## src/lpcd_pkg.sv

```systemverilog
// Package for the length-prefixed command deframer.
// Holds the transaction structs, status and phase codes, and sizing constants.
// No dependencies.
package lpcd_pkg;

  // Default width of the running byte position counter.
  localparam int OFFSET_BITS_DEFAULT = 32;

  // Number of command types after reset.
  localparam logic [31:0] TYPE_COUNT_RESET = 32'd32;

  // Header length in bytes and the smallest legal encoded size.
  localparam int HEADER_BYTES = 8;
  localparam int HDR_IDX_W = $clog2(HEADER_BYTES);
  localparam logic [HDR_IDX_W-1:0] HDR_LAST_IDX = HDR_IDX_W'(HEADER_BYTES - 1);
  localparam logic [31:0] MIN_SIZE = 32'(HEADER_BYTES);

  // Depth of the result queue between the parser and the output side.
  localparam int QUEUE_DEPTH = 2;

  // Result status codes.
  typedef enum logic [2:0] {
    ST_OK       = 3'd0,
    ST_BAD_SIZE = 3'd1,
    ST_TRUNC    = 3'd2,
    ST_BAD_TYPE = 3'd3,
    ST_DONE     = 3'd4
  } status_t;

  // Parser phase, one-hot.
  typedef enum logic [2:0] {
    PH_HEADER = 3'b001,
    PH_BODY   = 3'b010,
    PH_SKIP   = 3'b100
  } phase_t;

  // One input transaction.
  typedef struct packed {
    logic [7:0] payload_byte;
    logic       is_last;
  } item_t;

  // One result transaction.
  typedef struct packed {
    logic [2:0]  status;
    logic [31:0] cmd_type;
    logic [31:0] command_offset;
    logic [31:0] cmd_size;
    logic        payload_end;
  } result_t;

endpackage

```

## src/lpcd_parse.sv

```systemverilog
// Front part of the deframer: takes one payload byte per transaction, tracks
// header and body progress, and classifies finished or broken commands.
// Depends on lpcd_pkg.
module lpcd_parse import lpcd_pkg::*; #(
  parameter int OFFSET_BITS = OFFSET_BITS_DEFAULT
) (
  input  logic        clk,
  input  logic        rst,
  input  logic        accept,
  input  item_t       item,
  input  logic        type_count_we,
  input  logic [31:0] type_count_wdata,
  output logic        emit,
  output result_t     res
);

  phase_t                 phase, phase_next;
  logic [HDR_IDX_W-1:0]   hbs, hbs_next;
  logic [63:0]            header_word, hw_next, hw_ins;
  logic [31:0]            body_remaining, rem_next, rem_dec;
  logic [OFFSET_BITS-1:0] byte_position, pos_next;
  logic [OFFSET_BITS-1:0] start_position, start_next, start_cur;
  logic                   type_invalid, tinv_next, tinv_now;
  logic [31:0]            type_count;
  logic                   finish;
  status_t                st;
  logic [31:0]            ty, sz;

  // Next-state and result decode for the byte being accepted.
  always_comb begin
    phase_next = phase;
    hbs_next   = hbs;
    hw_next    = header_word;
    rem_next   = body_remaining;
    start_cur  = start_position;
    start_next = start_position;
    tinv_next  = type_invalid;
    pos_next   = byte_position;
    emit       = 1'b0;
    st         = ST_OK;
    ty         = header_word[31:0];
    sz         = header_word[63:32];
    finish     = 1'b0;
    tinv_now   = type_invalid;
    rem_dec    = body_remaining - 32'd1;
    hw_ins     = header_word;
    hw_ins[{hbs, 3'b000} +: 8] = item.payload_byte;

    if (accept) begin
      unique case (phase)
        PH_BODY: begin
          rem_next = rem_dec;
          if (rem_dec == 32'd0) begin
            finish = 1'b1;
          end else if (item.is_last) begin
            emit = 1'b1;
            st   = ST_TRUNC;
          end
        end
        PH_SKIP: begin
          // Bytes are dropped until the payload ends.
        end
        PH_HEADER: begin
          // The first header byte marks where the command starts.
          if (hbs == '0) begin
            start_cur  = byte_position;
            start_next = byte_position;
          end
          hw_next  = hw_ins;
          hbs_next = hbs + HDR_IDX_W'(1);
          if (hbs == HDR_LAST_IDX) begin
            ty = hw_ins[31:0];
            sz = hw_ins[63:32];
            if (sz < MIN_SIZE) begin
              emit       = 1'b1;
              st         = ST_BAD_SIZE;
              phase_next = PH_SKIP;
            end else begin
              tinv_now  = (ty == 32'd0) || (ty >= type_count);
              tinv_next = tinv_now;
              rem_next  = sz - MIN_SIZE;
              if (sz == MIN_SIZE) begin
                finish = 1'b1;
              end else if (item.is_last) begin
                emit = 1'b1;
                st   = ST_TRUNC;
              end else begin
                phase_next = PH_BODY;
              end
            end
          end else if (item.is_last) begin
            emit = 1'b1;
            st   = ST_TRUNC;
            ty   = 32'd0;
            sz   = 32'd0;
          end
        end
        default: begin
          phase_next = PH_HEADER;
        end
      endcase

      // A command's last byte reports it; header next, or skip if type bad.
      if (finish) begin
        emit       = 1'b1;
        st         = tinv_now ? ST_BAD_TYPE : ST_OK;
        phase_next = tinv_now ? PH_SKIP : PH_HEADER;
        hbs_next   = '0;
        hw_next    = '0;
        tinv_next  = 1'b0;
      end

      // The final payload byte returns everything to the start of a payload.
      if (item.is_last) begin
        phase_next = PH_HEADER;
        hbs_next   = '0;
        hw_next    = '0;
        rem_next   = '0;
        start_next = '0;
        tinv_next  = 1'b0;
        pos_next   = '0;
      end else begin
        pos_next = byte_position + OFFSET_BITS'(1);
      end
    end
  end

  // Result fields; the offset is the low word of the command start.
  always_comb begin
    res.status         = st;
    res.cmd_type       = ty;
    res.command_offset = 32'(start_cur);
    res.cmd_size       = sz;
    res.payload_end    = item.is_last;
  end

  // Parser state registers.
  always_ff @(posedge clk) begin
    if (rst) begin
      phase          <= PH_HEADER;
      hbs            <= '0;
      header_word    <= '0;
      body_remaining <= '0;
      byte_position  <= '0;
      start_position <= '0;
      type_invalid   <= 1'b0;
    end else begin
      phase          <= phase_next;
      hbs            <= hbs_next;
      header_word    <= hw_next;
      body_remaining <= rem_next;
      byte_position  <= pos_next;
      start_position <= start_next;
      type_invalid   <= tinv_next;
    end
  end

  // Type count configuration register.
  always_ff @(posedge clk) begin
    if (rst) begin
      type_count <= TYPE_COUNT_RESET;
    end else if (type_count_we) begin
      type_count <= type_count_wdata;
    end
  end

endmodule

```

## src/lpcd_queue.sv

```systemverilog
// Short result queue between the parser and the result port.
// Register array with read and write pointers; depends on lpcd_pkg.
module lpcd_queue import lpcd_pkg::*; (
  input  logic    clk,
  input  logic    rst,
  input  logic    wr_en,
  input  result_t wr_data,
  input  logic    rd_en,
  output result_t rd_data,
  output logic    empty,
  output logic    full
);

  localparam int PTR_W = (QUEUE_DEPTH > 1) ? $clog2(QUEUE_DEPTH) : 1;
  localparam int CNT_W = $clog2(QUEUE_DEPTH + 1);
  localparam logic [PTR_W-1:0] PTR_LAST = PTR_W'(QUEUE_DEPTH - 1);
  localparam logic [CNT_W-1:0] CNT_FULL = CNT_W'(QUEUE_DEPTH);

  result_t          mem [QUEUE_DEPTH];
  logic [PTR_W-1:0] wr_ptr, rd_ptr;
  logic [CNT_W-1:0] count;
  logic             do_wr, do_rd;

  assign empty   = (count == '0);
  assign full    = (count == CNT_FULL);
  assign do_wr   = wr_en && !full;
  assign do_rd   = rd_en && !empty;
  assign rd_data = mem[rd_ptr];

  // Storage write.
  always_ff @(posedge clk) begin
    if (do_wr) begin
      mem[wr_ptr] <= wr_data;
    end
  end

  // Pointers and fill count.
  always_ff @(posedge clk) begin
    if (rst) begin
      wr_ptr <= '0;
      rd_ptr <= '0;
      count  <= '0;
    end else begin
      if (do_wr) begin
        wr_ptr <= (wr_ptr == PTR_LAST) ? '0 : wr_ptr + PTR_W'(1);
      end
      if (do_rd) begin
        rd_ptr <= (rd_ptr == PTR_LAST) ? '0 : rd_ptr + PTR_W'(1);
      end
      if (do_wr && !do_rd) begin
        count <= count + CNT_W'(1);
      end else if (do_rd && !do_wr) begin
        count <= count - CNT_W'(1);
      end
    end
  end

endmodule

```

## src/length_prefixed_command_deframer.sv

```systemverilog
// Length-prefixed command deframer.
// Splits a byte payload into commands with an 8-byte header (type, size).
// Depends on lpcd_pkg, lpcd_parse and lpcd_queue.
//
// Usage:
//   Input channel: drive item (payload_byte, is_last) with push; a transaction
//   completes on a clock edge with push high and full low. One byte per cycle while full is low.
//   Result channel: while empty is low the oldest result is on result; it is
//   taken on an edge with pop high. Each byte yields zero or one result.
//   Configuration: type_count_we writes type_count_wdata into the type count
//   register on the same edge; write it only while the block is idle.
// Results: a taken byte's result is queued on that edge; it is on result after older ones pop.
// Throughput: one byte per cycle while full is low; the parser updates for each byte taken. The
//   two-entry result queue holds up to two results while the result side
//   stalls; full rises only when both entries hold results not yet popped.
// Reset: rst (synchronous) clears the parser to the start of a payload at
//   offset zero, empties the queue and sets the type count to 32.
// Stall: when the receiver stops popping, the queue fills, full rises and
//   input bytes are held off; nothing is lost or repeated.
module length_prefixed_command_deframer import lpcd_pkg::*; #(
  parameter int OFFSET_BITS = OFFSET_BITS_DEFAULT
) (
  input  logic        clk,
  input  logic        rst,
  input  logic        push,
  output logic        full,
  input  item_t       item,
  output logic        empty,
  input  logic        pop,
  output result_t     result,
  input  logic        type_count_we,
  input  logic [31:0] type_count_wdata
);

  logic    accept;
  logic    emit;
  result_t parse_res;

  assign accept = push && !full;

  // Front: byte parser and classifier.
  lpcd_parse #(
    .OFFSET_BITS (OFFSET_BITS)
  ) u_parse (
    .clk              (clk),
    .rst              (rst),
    .accept           (accept),
    .item             (item),
    .type_count_we    (type_count_we),
    .type_count_wdata (type_count_wdata),
    .emit             (emit),
    .res              (parse_res)
  );

  // Back: result queue feeding the result port.
  lpcd_queue u_queue (
    .clk     (clk),
    .rst     (rst),
    .wr_en   (emit),
    .wr_data (parse_res),
    .rd_en   (pop),
    .rd_data (result),
    .empty   (empty),
    .full    (full)
  );

  // A full queue always has a result to offer.
  a_full_not_empty: assert property (@(posedge clk) disable iff (rst)
    full |-> !empty)
    else $error("queue reports full and empty together");

  // A waiting result that is not popped stays available.
  a_result_held: assert property (@(posedge clk) disable iff (rst)
    (!empty && !pop) |=> !empty)
    else $error("waiting result vanished without a pop");

  // The done code is never produced.
  a_no_done: assert property (@(posedge clk) disable iff (rst)
    !empty |-> (result.status != ST_DONE))
    else $error("unexpected payload done status");

  // A bad-size result carries a size below the header length.
  a_bad_size: assert property (@(posedge clk) disable iff (rst)
    (!empty && (result.status == ST_BAD_SIZE)) |-> (result.cmd_size < MIN_SIZE))
    else $error("bad size result with a legal size");

endmodule
```

## config.mk

```make
export PLATFORM = sky130hd
export DESIGN_NAME = length_prefixed_command_deframer
export DESIGN_NICKNAME = d
export VERILOG_FILES = /design/src/lpcd_pkg.sv /design/src/lpcd_parse.sv /design/src/lpcd_queue.sv /design/src/length_prefixed_command_deframer.sv
export SDC_FILE = /design/constraint.sdc
export NUM_CORES = 1
export LEC_CHECK = 0
export BUFFER_PORTS_ARGS = -buffer_cell sky130_fd_sc_hd__buf_2
export CORE_MARGIN = 8
export CORE_UTILIZATION = 55
export CTS_CLUSTER_DIAMETER = 30
export CTS_CLUSTER_SIZE = 10
export DETAILED_ROUTE_END_ITERATION = 16
export HOLD_SLACK_MARGIN = 0.02
export PLACE_DENSITY = 0.81
export RECOVER_POWER = 100
export SYNTH_ARGS = -nofsm -noshare
export SYNTH_HDL_FRONTEND = slang
export SYNTH_SLANG_ARGS = --single-unit
```

## constraint.sdc

```tcl
create_clock -name clk -period 8.1 [get_ports clk]
set_input_delay 0.81 -clock clk [delete_from_list [all_inputs] [get_ports clk]]
set_output_delay 0.81 -clock clk [all_outputs]
set_load 0.005 [all_outputs]
```

[After elaboration in Yosys (flattened, before gate mapping)]
Memories as Yosys holds them, arrays and structs flattened. A register that Yosys moved wholly into a read port is not among the register bits.
Cells that the tools add are included.
Storage, ports and cells
  register bits: 203
  bits in writable memories: 200
  input port bits: 46
  memories kept: 1
Memory list
  u_queue.mem: words 2, bits a word 100, rd ports 1, clocked after memory_dff 1, write ports 1, line lpcd_queue.sv:19  | result_t mem [QUEUE_DEPTH];
Cells by class
  add/sub/neg operators: 9
  $lt $le $gt $ge: 2
  equality and inequality tests: 11
  shift operators: 2
  muxes and demuxes: 68
  reduce and logical (&&, ||, !) cells: 21
Operators by type and width (count)
  $mux 32: 16
  $mux 64: 3
  $bwmux 64: 1
  $logic_not 32->1: 2
  $pmux 32 s2: 1
  $shift 8x8->64 const A: 1
  $shiftx 8x8->64: 1
  $mux 3: 15
  $add 32x1->32 const B: 1
  $eq 32x4->1 const B: 1
  $ge 32x32->1: 1
  $lt 32x4->1 const B: 1
  $sub 32x1->32 const B: 1
  $sub 32x4->32 const B: 1
  $mux 1: 24
  $pmux 3 s2: 2
  $mux 2: 4
  $neg 6->8: 1
  $reduce_and 4->1: 2
  $eq 3x3->1 const B: 2
  $reduce_bool 3->1: 2
  $logic_and 1x1->1: 5
  $ne 5x4->1 const B: 1
  $logic_not 1->1: 4
  18 further kinds: 20

[Longest topological paths before layout]
Gate-level depths: netlist of run 1.
  depth after elaboration: 16
  depth in mapped cells: 20

[Modules after synthesis]
A second synthesis of run 1 with hierarchy kept.
Second synthesis, totals
  cells, all modules: 1959
  area, all modules: 20165.6 µm²
Modules (own cells, without submodules)
  lpcd_parse: times used 1, cells an instance 1622, area each 12722.2 µm², seq. area each 3983.8 µm²
  lpcd_queue: times used 1, cells an instance 336, area each 7429.6 µm², seq. area each 6105.9 µm²
  length_prefixed_command_deframer: times used 1, cells an instance 1, area each 13.8 µm², seq. area each 0.0 µm²

[Worst setup path after synthesis of run 1]
No wires, ideal clock.
  path type: flip-flop to flip-flop
  from: reg u_parse.hbs[0]
  to: mem u_queue.mem[0][0] (netlist bit) (enable)
  library setup time: 0.569 ns
  arrival: 7.614 ns
  data required time: 7.531 ns
  setup slack: -0.083 ns
  cell stages (with the launch flop): 14
  cell sequence: dfxtp_1 clkbuf_1 inv_1 ha_1 ha_1 or4bb_1 clkbuf_1 or2_2 a221o_1 nor3_2 a21oi_1 o21ba_2 o21a_1 nor2b_1
On the way
  longest elaborated chain between the ends: 14
  elaborated cells between the ends (all ways): 21
  those cells by class: add/sub: 1; order compare: 1; eq/ne: 2; shift: 2; mux: 14; reduce/logical: 1
Ends and longest elaborated chain
  from (decl): line lpcd_parse.sv:18  | logic [HDR_IDX_W-1:0] hbs, hbs_next;
  from (signal assigned): line lpcd_parse.sv:149  | hbs <= hbs_next;
  parallel branches: the longest is 9 deep, another holds $lt 32x4->1
  $mux 1 *: line lpcd_parse.sv:104  | if (finish) begin
  $mux 1 *: line lpcd_parse.sv:49  | if (accept) begin
  $logic_and 1x1->1 *: line lpcd_queue.sv:26  | assign do_wr = wr_en && !full;
  net u_queue.do_wr: line lpcd_queue.sv:22  | logic do_wr, do_rd;
  $mux 1 *: line lpcd_queue.sv:32  | if (do_wr) begin
  $mux 1 (implied by the code) *: line lpcd_queue.sv:33  | mem[wr_ptr] <= wr_data;
  to (decl): line lpcd_queue.sv:19
Mark *: on every way through the listed nets, which the timed path passes. The select of a mux whose other input is x is not followed.

==> impl_results.md, run 1 <==
- Area of the multi-input gates: 0.00895 mm²
- HPWL after DPL: 35,800 µm
- P_sw: between 0.0015 and 0.002 W
- Initial antenna violation count: 2
- Sw Ratio: between 20% and 30%
- Setup WS post-layout: 1.85 ns
- Wire per inst: about 22 µm
- CTS tree: done
- Skew-Pair Late Insertion Delay: 0.57 ns
- Pre-CTS setup slack: 2.53 ns
- Rel. slew slack: -99.4%
- Hold depth: 2
- R2R Path Start: u_parse.hbs[0]
- Vias: between 15,000 and 20,000
- Post-Synthesis Cells: around 1,800
- Syn avg cell area: 10.8 µm²
- Detailed Routing Iterations Pass 1: 6
- Die extent in x: between 200 and 250 µm
- CORE AREA: between 0.03 and 0.04 mm²
- Pint: 0.00489 W
- Post-synth EDFFs: between 150 and 200
- Number of buffers created by CTS: 73
- Post_cts resized: 0
- Post-synthesis sequential area ratio: 50.9%
- Cell variety after synth: 83
- Synth Warn #: 0
- Detailed Route WL: ~55,000 µm
- Asr flop ratio synth: 0%
- # DRC: 0
- Crit path DAT: approximately 5.4 ns
- Total Die Area: 0.0421 mm²
- Power Dens Cells: ~290 mW/mm²
- VDD IR max: approximately 0.00019 V
- RR Endpoint: u_queue.mem[1][73]
- Fill cells: around 2,600
- Path depth of the worst reg2reg path: 12
- Initial DRC count: ~1,700
- Reg power frac: 35.1%
- Largest net degree at the start of global routing: 100
- WP data required: 7.29 ns
- Crit end category: output pin
- Final worst path period need: ~6.2 ns
- Clock skew: 0.0297 ns
- Share of layout cells above drive strength 1: ~16%
- Tot GR Track Use: about a quarter
- Max Slew Vio Count: between 400 and 500
- HP Start: u_parse.body_remaining[28]
- Max Clk Rate: between 150 and 200 MHz
- Syn nets: about 1,900
- Hold Crit Class: reg -> reg
- Nets@finish: ~2,000
- FP Rows: 69
- Gpl congestion: about 0.95
- FF+latch area: ~0.01 mm²
- Slew of the pin with the lowest slew margin: around 3 ns
- Vias in the first global route: ~15,000
- Synth Register Bits: approximately 400
- Tcrit/Tclk final: about 77%
- Clock Path Buffers: 3
- Via density per instance: around 6.2
- Port bufs: roughly 150
- Final hold vios: 0
- P_leak: approximately 9.1 nW
- GRT overflow: 0
- Max Cap Violations: 9
- Setup TNS: 0 ns
- Peak fanout along the critical path: between 50 and 60
- Reg2reg setup slack: 1.87 ns
- Top FF cell, synth: dfxtp_1
- CTS clk-pin slew, worst paths: about 0.040 ns
- Clock Sinks: ~400
- Post-detailed-route count of antenna-violating nets: 0
- Cts hold-fix bufs: 0
- Clk root buf: clkbuf_16
- Global-route wire length before repair: between 80,000 and 90,000 µm
- Post-CTS Setup Bufs: 0
- Critical Path Source Type: register
- Hold Path End: u_parse.body_remaining[28]
- Power share of the clock group: between 40% and 50%
- Status: complete, but fails checks
- Setup CP Type: reg -> out
- Initial Utilization: 55.7%
- Die height: roughly 200 µm
- RSZ-0062 raised after global routing: no
- Endpoints failing setup: 0
- Combinational group share of total power: 18.3%
- IO Pins: roughly 150
- Mapped cell area: roughly 0.02 mm²
- Area grow syn2layout: 17.5%
- Failing checks: max-capacitance violations, max-slew violations
- CTS H-tree lvls: 3
synthesized netlist by cell type (all sizes together), types with 21 or more instances:
cell type / count / area (µm²)
dfxtp: 204 / 4080
edfxtp: 198 / 5950
nor2: 165 / 627
mux2: 134 / 1510
nand2: 123 / 462
a22o: 108 / 946
clkbuf: 93 / 350
mux2i: 74 / 741
o21ai: 67 / 335
inv: 63 / 236
a21oi: 46 / 234
xor2: 44 / 385
ha: 42 / 526
nor3: 42 / 220
nand3: 41 / 205
nor2b: 38 / 238
nor3b: 38 / 285
xnor2: 36 / 315
nor4: 24 / 169
nand4: 21 / 131
placed cells by master (no fill, tap or decap), types with 18 or more instances in the layout:
master and instances:
dfxtp_1 204, edfxtp_1 198, nor2_1 164, nand2_1 123, a22o_1 108, buf_2 87
clkbuf_1 82, mux2_2 78, clkbuf_16 77, mux2i_1 74, o21ai_0 66, inv_1 63
mux2_1 56, a21oi_1 45, xor2_1 44, nor3_1 42, ha_1 42, nand3_1 41
nor3b_1 38, nor2b_1 38, xnor2_1 36, nor4_1 21, nand4_1 21, or3_1 18
how the worst max path moves through the flow:
| stage | end | slack [ns] |
|---|---|---|
| CTS | u_queue.mem[1][96] | 2.50 |
| detailed placement | u_queue.mem[1][73] | 2.53 |
| global route | result[16] | 1.31 |
| finish | result[93] | 1.85 |
| global placement | u_queue.mem[1][89] | 2.69 |
| floorplan | u_queue.mem[0][0] | 1.82 |
final cells by class:
cell class / count / area share, %
multi-input cells: 1252 / 38.7
flip-flops and latches: 402 / 43.3
well taps: 461 / 2.49
diodes: 1 / 0.0108
inverters: 63 / 1.02
repair buffers: 166 / 3.38
clock buffers: 100 / 9.09
clock inverters: 33 / 1.98
power groups by stage:
stage | logic [W] | clock network, W | registers, W
4_1_cts | 0.00125 | 0.00315 | 0.00236
2_1_floorplan | 0.000860 | 0 | 0.00234
3_3_place_gp | 0.00122 | 0 | 0.00238
3_5_place_dp | 0.00123 | 0 | 0.00239
6_report | 0.00123 | 0.00312 | 0.00235
5_1_grt | 0.00133 | 0.00325 | 0.00236
routing by layer:
layer  wire length, µm  up-vias  track usage [%]
li1                  -     7013                -
met2             25300      758             40.5
met3              5210      107             6.83
met1             23000     7437             33.3
met4              1270        2             8.37
met5                 9        -                0
through the flow:
| stage | cells | instance area (µm²) | utilization (%) | hold slack (ns) | total power [W] |
|---|---|---|---|---|---|
| after floorplan | 1829 | 19700 | - | 0.432 | 0.00320 |
| after CTS | 2477 | 23300 | 65.9 | 0.452 | 0.00676 |
| after global routing | 2478 | 23100 | 65.4 | 0.490 | 0.00695 |
| final | 2478 | 23100 | 65.4 | 0.453 | 0.00671 |
| after global placement | 2344 | 20800 | 58.6 | 0.440 | 0.00360 |
| after detailed placement | 2344 | 20800 | 58.6 | 0.447 | 0.00362 |
registers in the layout (all words and copies together), names as in the netlist, named ones only:
signal	count
u_parse.type_invalid	1
u_queue.mem	198
u_parse.hbs	3
u_parse.type_count	32
u_queue.wr_ptr	1
u_parse.start_position	32
u_parse.body_remaining	32
u_parse.byte_position	32
u_queue.count	2
u_queue.rd_ptr	1
u_parse.phase	3
u_parse.header_word	64
worst max-delay path, cell delays in order (launching register included):
cell	delay (ns)
dfxtp_1	1.93
clkbuf_1	2.19
mux2_2	0.49
clkbuf_1	0.15
cells by family (layout without fill, tap and decap cells):
kind of cell	count (synthesis)	count (layout)	synth area share (%)
and+or+nand+nor	596	596	15.9
DFF	402	402	50.9
AOI/OAI and AO/OA	325	325	12.1
muxes	208	208	11.4
buffers and inverters	175	362	3.46
xor gates and xnor gates	80	80	3.56
adders and majority gates	42	42	2.67
other	1	2	0.0190
(Power assumes the default switching activity.)
==> run 2, diff against run 1 <==
Settings changed: ABC_AREA set to 1, PLACE_DENSITY 0.81 to 0.78.
Clock period 8.1 ns to 6.07 ns, I/O delays scaled along.
==> impl_results.md, run 2 <==
- Post-Place Cell Area: 0.0217 mm²
- Area grow syn2layout: 18.6%
- Port bufs: approximately 150
- Commonest non-fill, non-tap cell in the layout: nand2_1
- Clock skew: between 0.03 and 0.04 ns
- Status: complete, but fails checks
- Rel. slew slack: -129%
- Die height: 210 µm
- Post-CTS Setup Bufs: 0
- Tcrit/Tclk final: 89.7%
- Syn nets: between 2,000 and 3,000
- Share of layout cells above drive strength 1: ~15%
- Die extent in x: ~210 µm
- Largest registers: u_queue.mem x198, u_parse.header_word x64
- Clock Sinks: 402
- Initial Utilization: between 50% and 60%
- Slew of the pin with the lowest slew margin: 3.43 ns
- HPWL after DPL: ~40,000 µm
- Vias: between 15,000 and 20,000
- Number of buffers created by CTS: 87
- Detailed Routing Iterations Pass 1: 5
- Peak fanout along the critical path: 28
- CTS clk-pin slew, worst paths: 0.05 ns
- Leading area contributor after synthesis: edfxtp_1
- Tot GR Track Use: between 20% and 30%
- Wire per inst: roughly 19 µm
- Endpoints failing setup: 0
- Synth top cells by count: nand2_1 (551), inv_1 (263), nor2_1 (248), dfxtp_1 (204), edfxtp_1 (198)
- Max reg flops: between 150 and 200
- # DRC: 0
- Fin cells: approximately 3,200
- R2R Path Start: u_parse.hbs[0]
- Max Slew Vio Count: between 300 and 400
- Syn avg cell area: 8.39 µm²
- Post-Synthesis Cells: 2,461
- RSZ-0062 raised after global routing: no
- Critical-path top delay cell: o21ai_0
- IO Pins: 148
- # diodes: 0
- Largest Register: u_queue.mem
- P_leak: approximately 10 nW
- Post-detailed-route count of antenna-violating nets: 0
- GRT overflow: 0
- FP Rows: ~70
- Asr flop ratio synth: 0%
- CP cell instances: inv_1 -> ha_1 -> ha_1 -> inv_4 -> nand3_1 -> o21ai_0 -> nand2_1 -> nor2_1 -> nand2_1 -> nor2_1 -> nand2_1 -> inv_1 -> nand3_1 -> nand2_1 -> nor2_1 -> nor2_2 -> inv_1 -> nor2_4 -> buf_4
- Total Die Area: around 0.044 mm²
- Setup TNS: 0 ns
- Initial DRC count: 1,740
- Clock Path Buffers: 3
- Layout Cell Area excl Fill: between 0.02 and 0.025 mm²
- Post-synth EDFFs: between 150 and 200
- Setup CP Type: reg -> reg
- Vias in the first global route: approximately 18,000
- Crit. Startpoint: u_parse.hbs[0]
- Final worst path period need: around 5.4 ns
- Cell variety after synth: between 40 and 50
- Post-synthesis sequential area ratio: between 40% and 50%
- Final hold vios: 0
- HP Start: type_count_wdata[0]
- Hold Crit Class: in -> reg
- Initial antenna violation count: 0
- VDD IR max: around 0.00027 V
- Critical Path Source Type: register
- Detailed Route WL: roughly 60,000 µm
- Top-area cell type share of the netlist area: 28.8%
- Total power: 0.0106 W
- CTS H-tree lvls: 3
- Max Cap Violations: 6
- Clk root buf: clkbuf_16
- Most frequent cell after synthesis: nand2_1
- Power Dens Cells: ~430 mW/mm²
- CTS tree: done
- Gpl congestion: around 0.94
- Synth Register Bits: ~400
- CORE AREA: around 0.037 mm²
- Mapped cell area: around 0.021 mm²
- CP max stage delay: 0.63 ns
- Nets@finish: 2,700
- Via density per instance: ~5.7
- Synth Warn #: 0
- Top FF cell, synth: dfxtp_1
- Cell mode on critical path: nand2_1
- Main area contributors after synthesis: edfxtp_1 (29%), dfxtp_1 (20%), nand2_1 (10%)
- Crit path DAT: ~5.7 ns
- Failing checks: max-capacitance violations, max-slew violations
- Most frequent cells in the layout: nand2_1 (552), inv_1 (267), nor2_1 (249)
- WP data required: approximately 6.3 ns
- Cts hold-fix bufs: 0
- Crit end category: register
- Max Clk Rate: between 150 and 200 MHz
- Fill cells: between 3,000 and 4,000
- Largest net degree at the start of global routing: 68
- Post_cts resized: 0
- Global-route wire length before repair: approximately 90,000 µm
- Skew-Pair Late Insertion Delay: roughly 0.60 ns
- Inst Count DP: 2,997
run 2: metrics by stage:
stage | setup slack [ns] | hold WS, ns | utilization (%)
after floorplan | 0.345 | 0.433 | -
after global placement | 1.18 | 0.444 | 58.0
after detailed placement | 0.925 | 0.456 | 58.0
after CTS | 0.901 | 0.228 | 66.0
after global routing | 0.300 | 0.240 | 65.6
final | 0.625 | 0.236 | 65.6
run 2: layout make-up:
type | instances | area, µm² | area share, %
sequential | 402 | 10000 | 41.0
multi-input combinational | 1678 | 9000 | 36.8
clock buffer | 101 | 2350 | 9.62
inverter | 277 | 1040 | 4.27
timing repair buffer | 166 | 816 | 3.33
clock inverter | 59 | 637 | 2.60
tap | 474 | 593 | 2.42
run 2: where the power goes:
group          switching, W  internal, W  leakage, nW
clock network       0.00157      0.00314         1.43
registers          0.000161      0.00318         3.53
logic               0.00172     0.000847         5.45
run 2: logic make-up (layout without fill, tap and decap cells):
logic type	after synthesis	after routing	share of synthesized area, %
AOI/OAI and AO/OA	462	462	12.9
buffers and inverters	381	603	7.62
adders and majority gates	42	42	2.55
DFF	402	402	48.6
xor gates and xnor gates	19	19	0.806
muxes	99	99	5.40
and+or+nand+nor	1055	1055	22.1
other	1	1	0.0182
run 2: path summary, 6_finish.rpt:
check | to | slack (ns) | depth (start not counted)
hold / removal | u_parse.type_count[0] | 0.24 | 3
setup / recovery | u_queue.mem[0][7] | 0.62 | 19
setup reg to reg | u_queue.mem[0][7] | 0.62 | 19
hold reg to reg | u_parse.type_count[19] | 0.46 | 2
run 2: critical path, delay by kind of cell (launching register included):
kind            cells  cell delay (ns)
fa+ha+maj           2             0.68
buf+inv             5             1.12
simple gates       11             2.26
compound gates      1             0.63
flops               1             0.38
run 2: metal layers:
| metal | vias to the layer above | GRT usage, % | wire (µm) |
|---|---|---|---|
| met5 | - | 0 | 0 |
| met4 | 0 | 13.7 | 2600 |
| met3 | 191 | 5.37 | 4560 |
| met2 | 745 | 43.6 | 28300 |
| met1 | 8521 | 31.4 | 23200 |
| li1 | 8640 | - | - |
==> run 3, diff against run 2 <==
Settings changed: CORE_ASPECT_RATIO set to 1.2, CTS_BUF_LIST set to sky130_fd_sc_hd__clkbuf_4.
==> impl_results.md, run 3 (synthesized netlist as in run 2, its figures left out) <==
- Status: complete, but fails checks
- Failing checks: max-capacitance violations, max-slew violations
- Largest Register: u_queue.mem
- Port bufs: between 100 and 150
- Post_cts resized: 0
- Delay-heaviest family, CP: buffers and inverters
- Worst path bufs/invs: 4
- # DRC: 0
- Setup TNS: 0 ns
- Power Dens Cells: ~360 mW/mm²
- Cell mode on critical path: inv_1
- Setup WS post-layout: approximately 0.75 ns
- Vias: about 18,000
- Max reg flops: slightly below 200
- Max Slew Vio Count: 340
- Peak fanout along the critical path: 64
- HPWL after DPL: 40,100 µm
- Area grow syn2layout: 10.1%
- Total Die Area: 0.0440 mm²
- Share of layout cells above drive strength 1: between 10 and 15%
- CP max stage delay: around 2.0 ns
- Die height: 228 µm
- Critical Path Source Type: register
- CTS clk-pin slew, worst paths: about 0.1 ns
- Final hold vios: 0
- Hold Crit Class: in -> reg
- Crit path DAT: 5.62 ns
- Initial antenna violation count: 1
- Detailed Routing Iterations Pass 1: 6
- Slew of the pin with the lowest slew margin: about 3.5 ns
- Clock skew: approximately 0.054 ns
- Rel. slew slack: -133%
- CTS H-tree lvls: 3
- Clk root buf: clkbuf_4
- RSZ-0062 raised after global routing: no
- CTS tree: done
- CP cell instances: inv_1 -> nor3_4 -> clkbuf_2 -> inv_1 -> nor3_2 -> clkbuf_1 -> o21ai_0
- Number of buffers created by CTS: 74
- Gpl congestion: approximately 0.97
- Commonest non-fill, non-tap cell in the layout: nand2_1
- Post-detailed-route count of antenna-violating nets: 0
- Pre-CTS setup slack: between 1 and 1.5 ns
- Min Hold Slack: approximately 0.079 ns
- WP data required: about 6.4 ns
- Largest net degree at the start of global routing: 68
- IO Pins: 148
- Most frequent cells in the layout: nand2_1 (552), inv_1 (268), nor2_1 (250)
- Cts hold-fix bufs: 0
- Setup CP Type: reg -> reg
- Max Clk Rate: approximately 190 MHz
- P_leak: 9.67 nW
- Global-route wire length before repair: about 90,000 µm
- FP Rows: 77
- Critical-path top delay cell: clkbuf_1
- Max Cap Violations: 6
- Die extent in x: just under 200 µm
- Detailed Route WL: roughly 56,000 µm
- Endpoints failing setup: 0
- Nets@finish: 2,685
- Tcrit/Tclk final: 87.6%
- Skew-Pair Late Insertion Delay: 0.78 ns
- Post-CTS Setup Bufs: 0
- Vias in the first global route: 16,500
- Clock Path Buffers: 3
- Initial DRC count: 1,805
- VDD IR max: roughly 0.00017 V
- Tot GR Track Use: between 20 and 25%
- Clock Sinks: roughly 400
- Crit end category: register
- Final worst path period need: between 5 and 6 ns
- Wire per inst: 17.9 µm
- Largest registers: u_queue.mem x198, u_parse.header_word x64
- Via density per instance: approximately 5.6
- CORE AREA: around 0.037 mm²
- GRT overflow: 0
- Finished Core Util: between 60% and 70%
- Initial Utilization: around 56%
[run 3: path summary, 6_finish.rpt]
path / endpoint / cells after the start / from / slack [ns]
max: u_queue.mem[1][94] / 7 / u_parse.phase[0] / 0.75
min: u_parse.type_count[5] / 3 / type_count_wdata[5] / 0.08
max reg2reg: u_queue.mem[1][94] / 7 / u_parse.phase[0] / 0.75
min reg2reg: u_parse.header_word[43] / 2 / u_parse.header_word[43] / 0.47
[run 3: worst register-to-register path, cell delays in order (launching register included)]
cell and delay [ns]:
dfxtp_1 0.36, inv_1 0.09, nor3_4 0.11, clkbuf_2 0.59, inv_1 0.65, nor3_2 0.26, clkbuf_1 2.02, o21ai_0 0.77
[run 3: stage by stage]
stage | total power (W) | cell area, µm² | std cells
after floorplan | 0.00513 | 20600 | 2461
after global placement | 0.00582 | 21600 | 2995
after detailed placement | 0.00589 | 21600 | 2995
after CTS | 0.00824 | 22900 | 3129
after global routing | 0.00862 | 22700 | 3130
final | 0.00817 | 22700 | 3130
[run 3: final cells by class]
| type | count | area [µm²] |
|---|---|---|
| multi-input cells | 1678 | 9010 |
| flip-flops and latches | 402 | 10000 |
| clock buffers | 89 | 668 |
| inverters | 277 | 1040 |
| diodes | 1 | 2.50 |
| fillers | 3234 | 14200 |
| clock inverters | 45 | 567 |
| repair buffers | 164 | 808 |
| well taps | 474 | 593 |
[run 3: routing by layer]
metal	up-vias	GRT usage, %	share of wire, %
met5	-	0	0
met4	0	10.7	3.4
met3	137	4.29	8.6
met2	767	40.4	48
met1	8125	31.9	40
li1	8623	-	-
[run 3: power by group]
group	switching, W	leakage, nW	internal (W)	total, W
sequential	0.000158	3.53	0.00316	0.00332
combinational	0.00167	5.47	0.000830	0.00250
clock	0.00110	0.670	0.00125	0.00235
total	0.00292	9.67	0.00525	0.00817
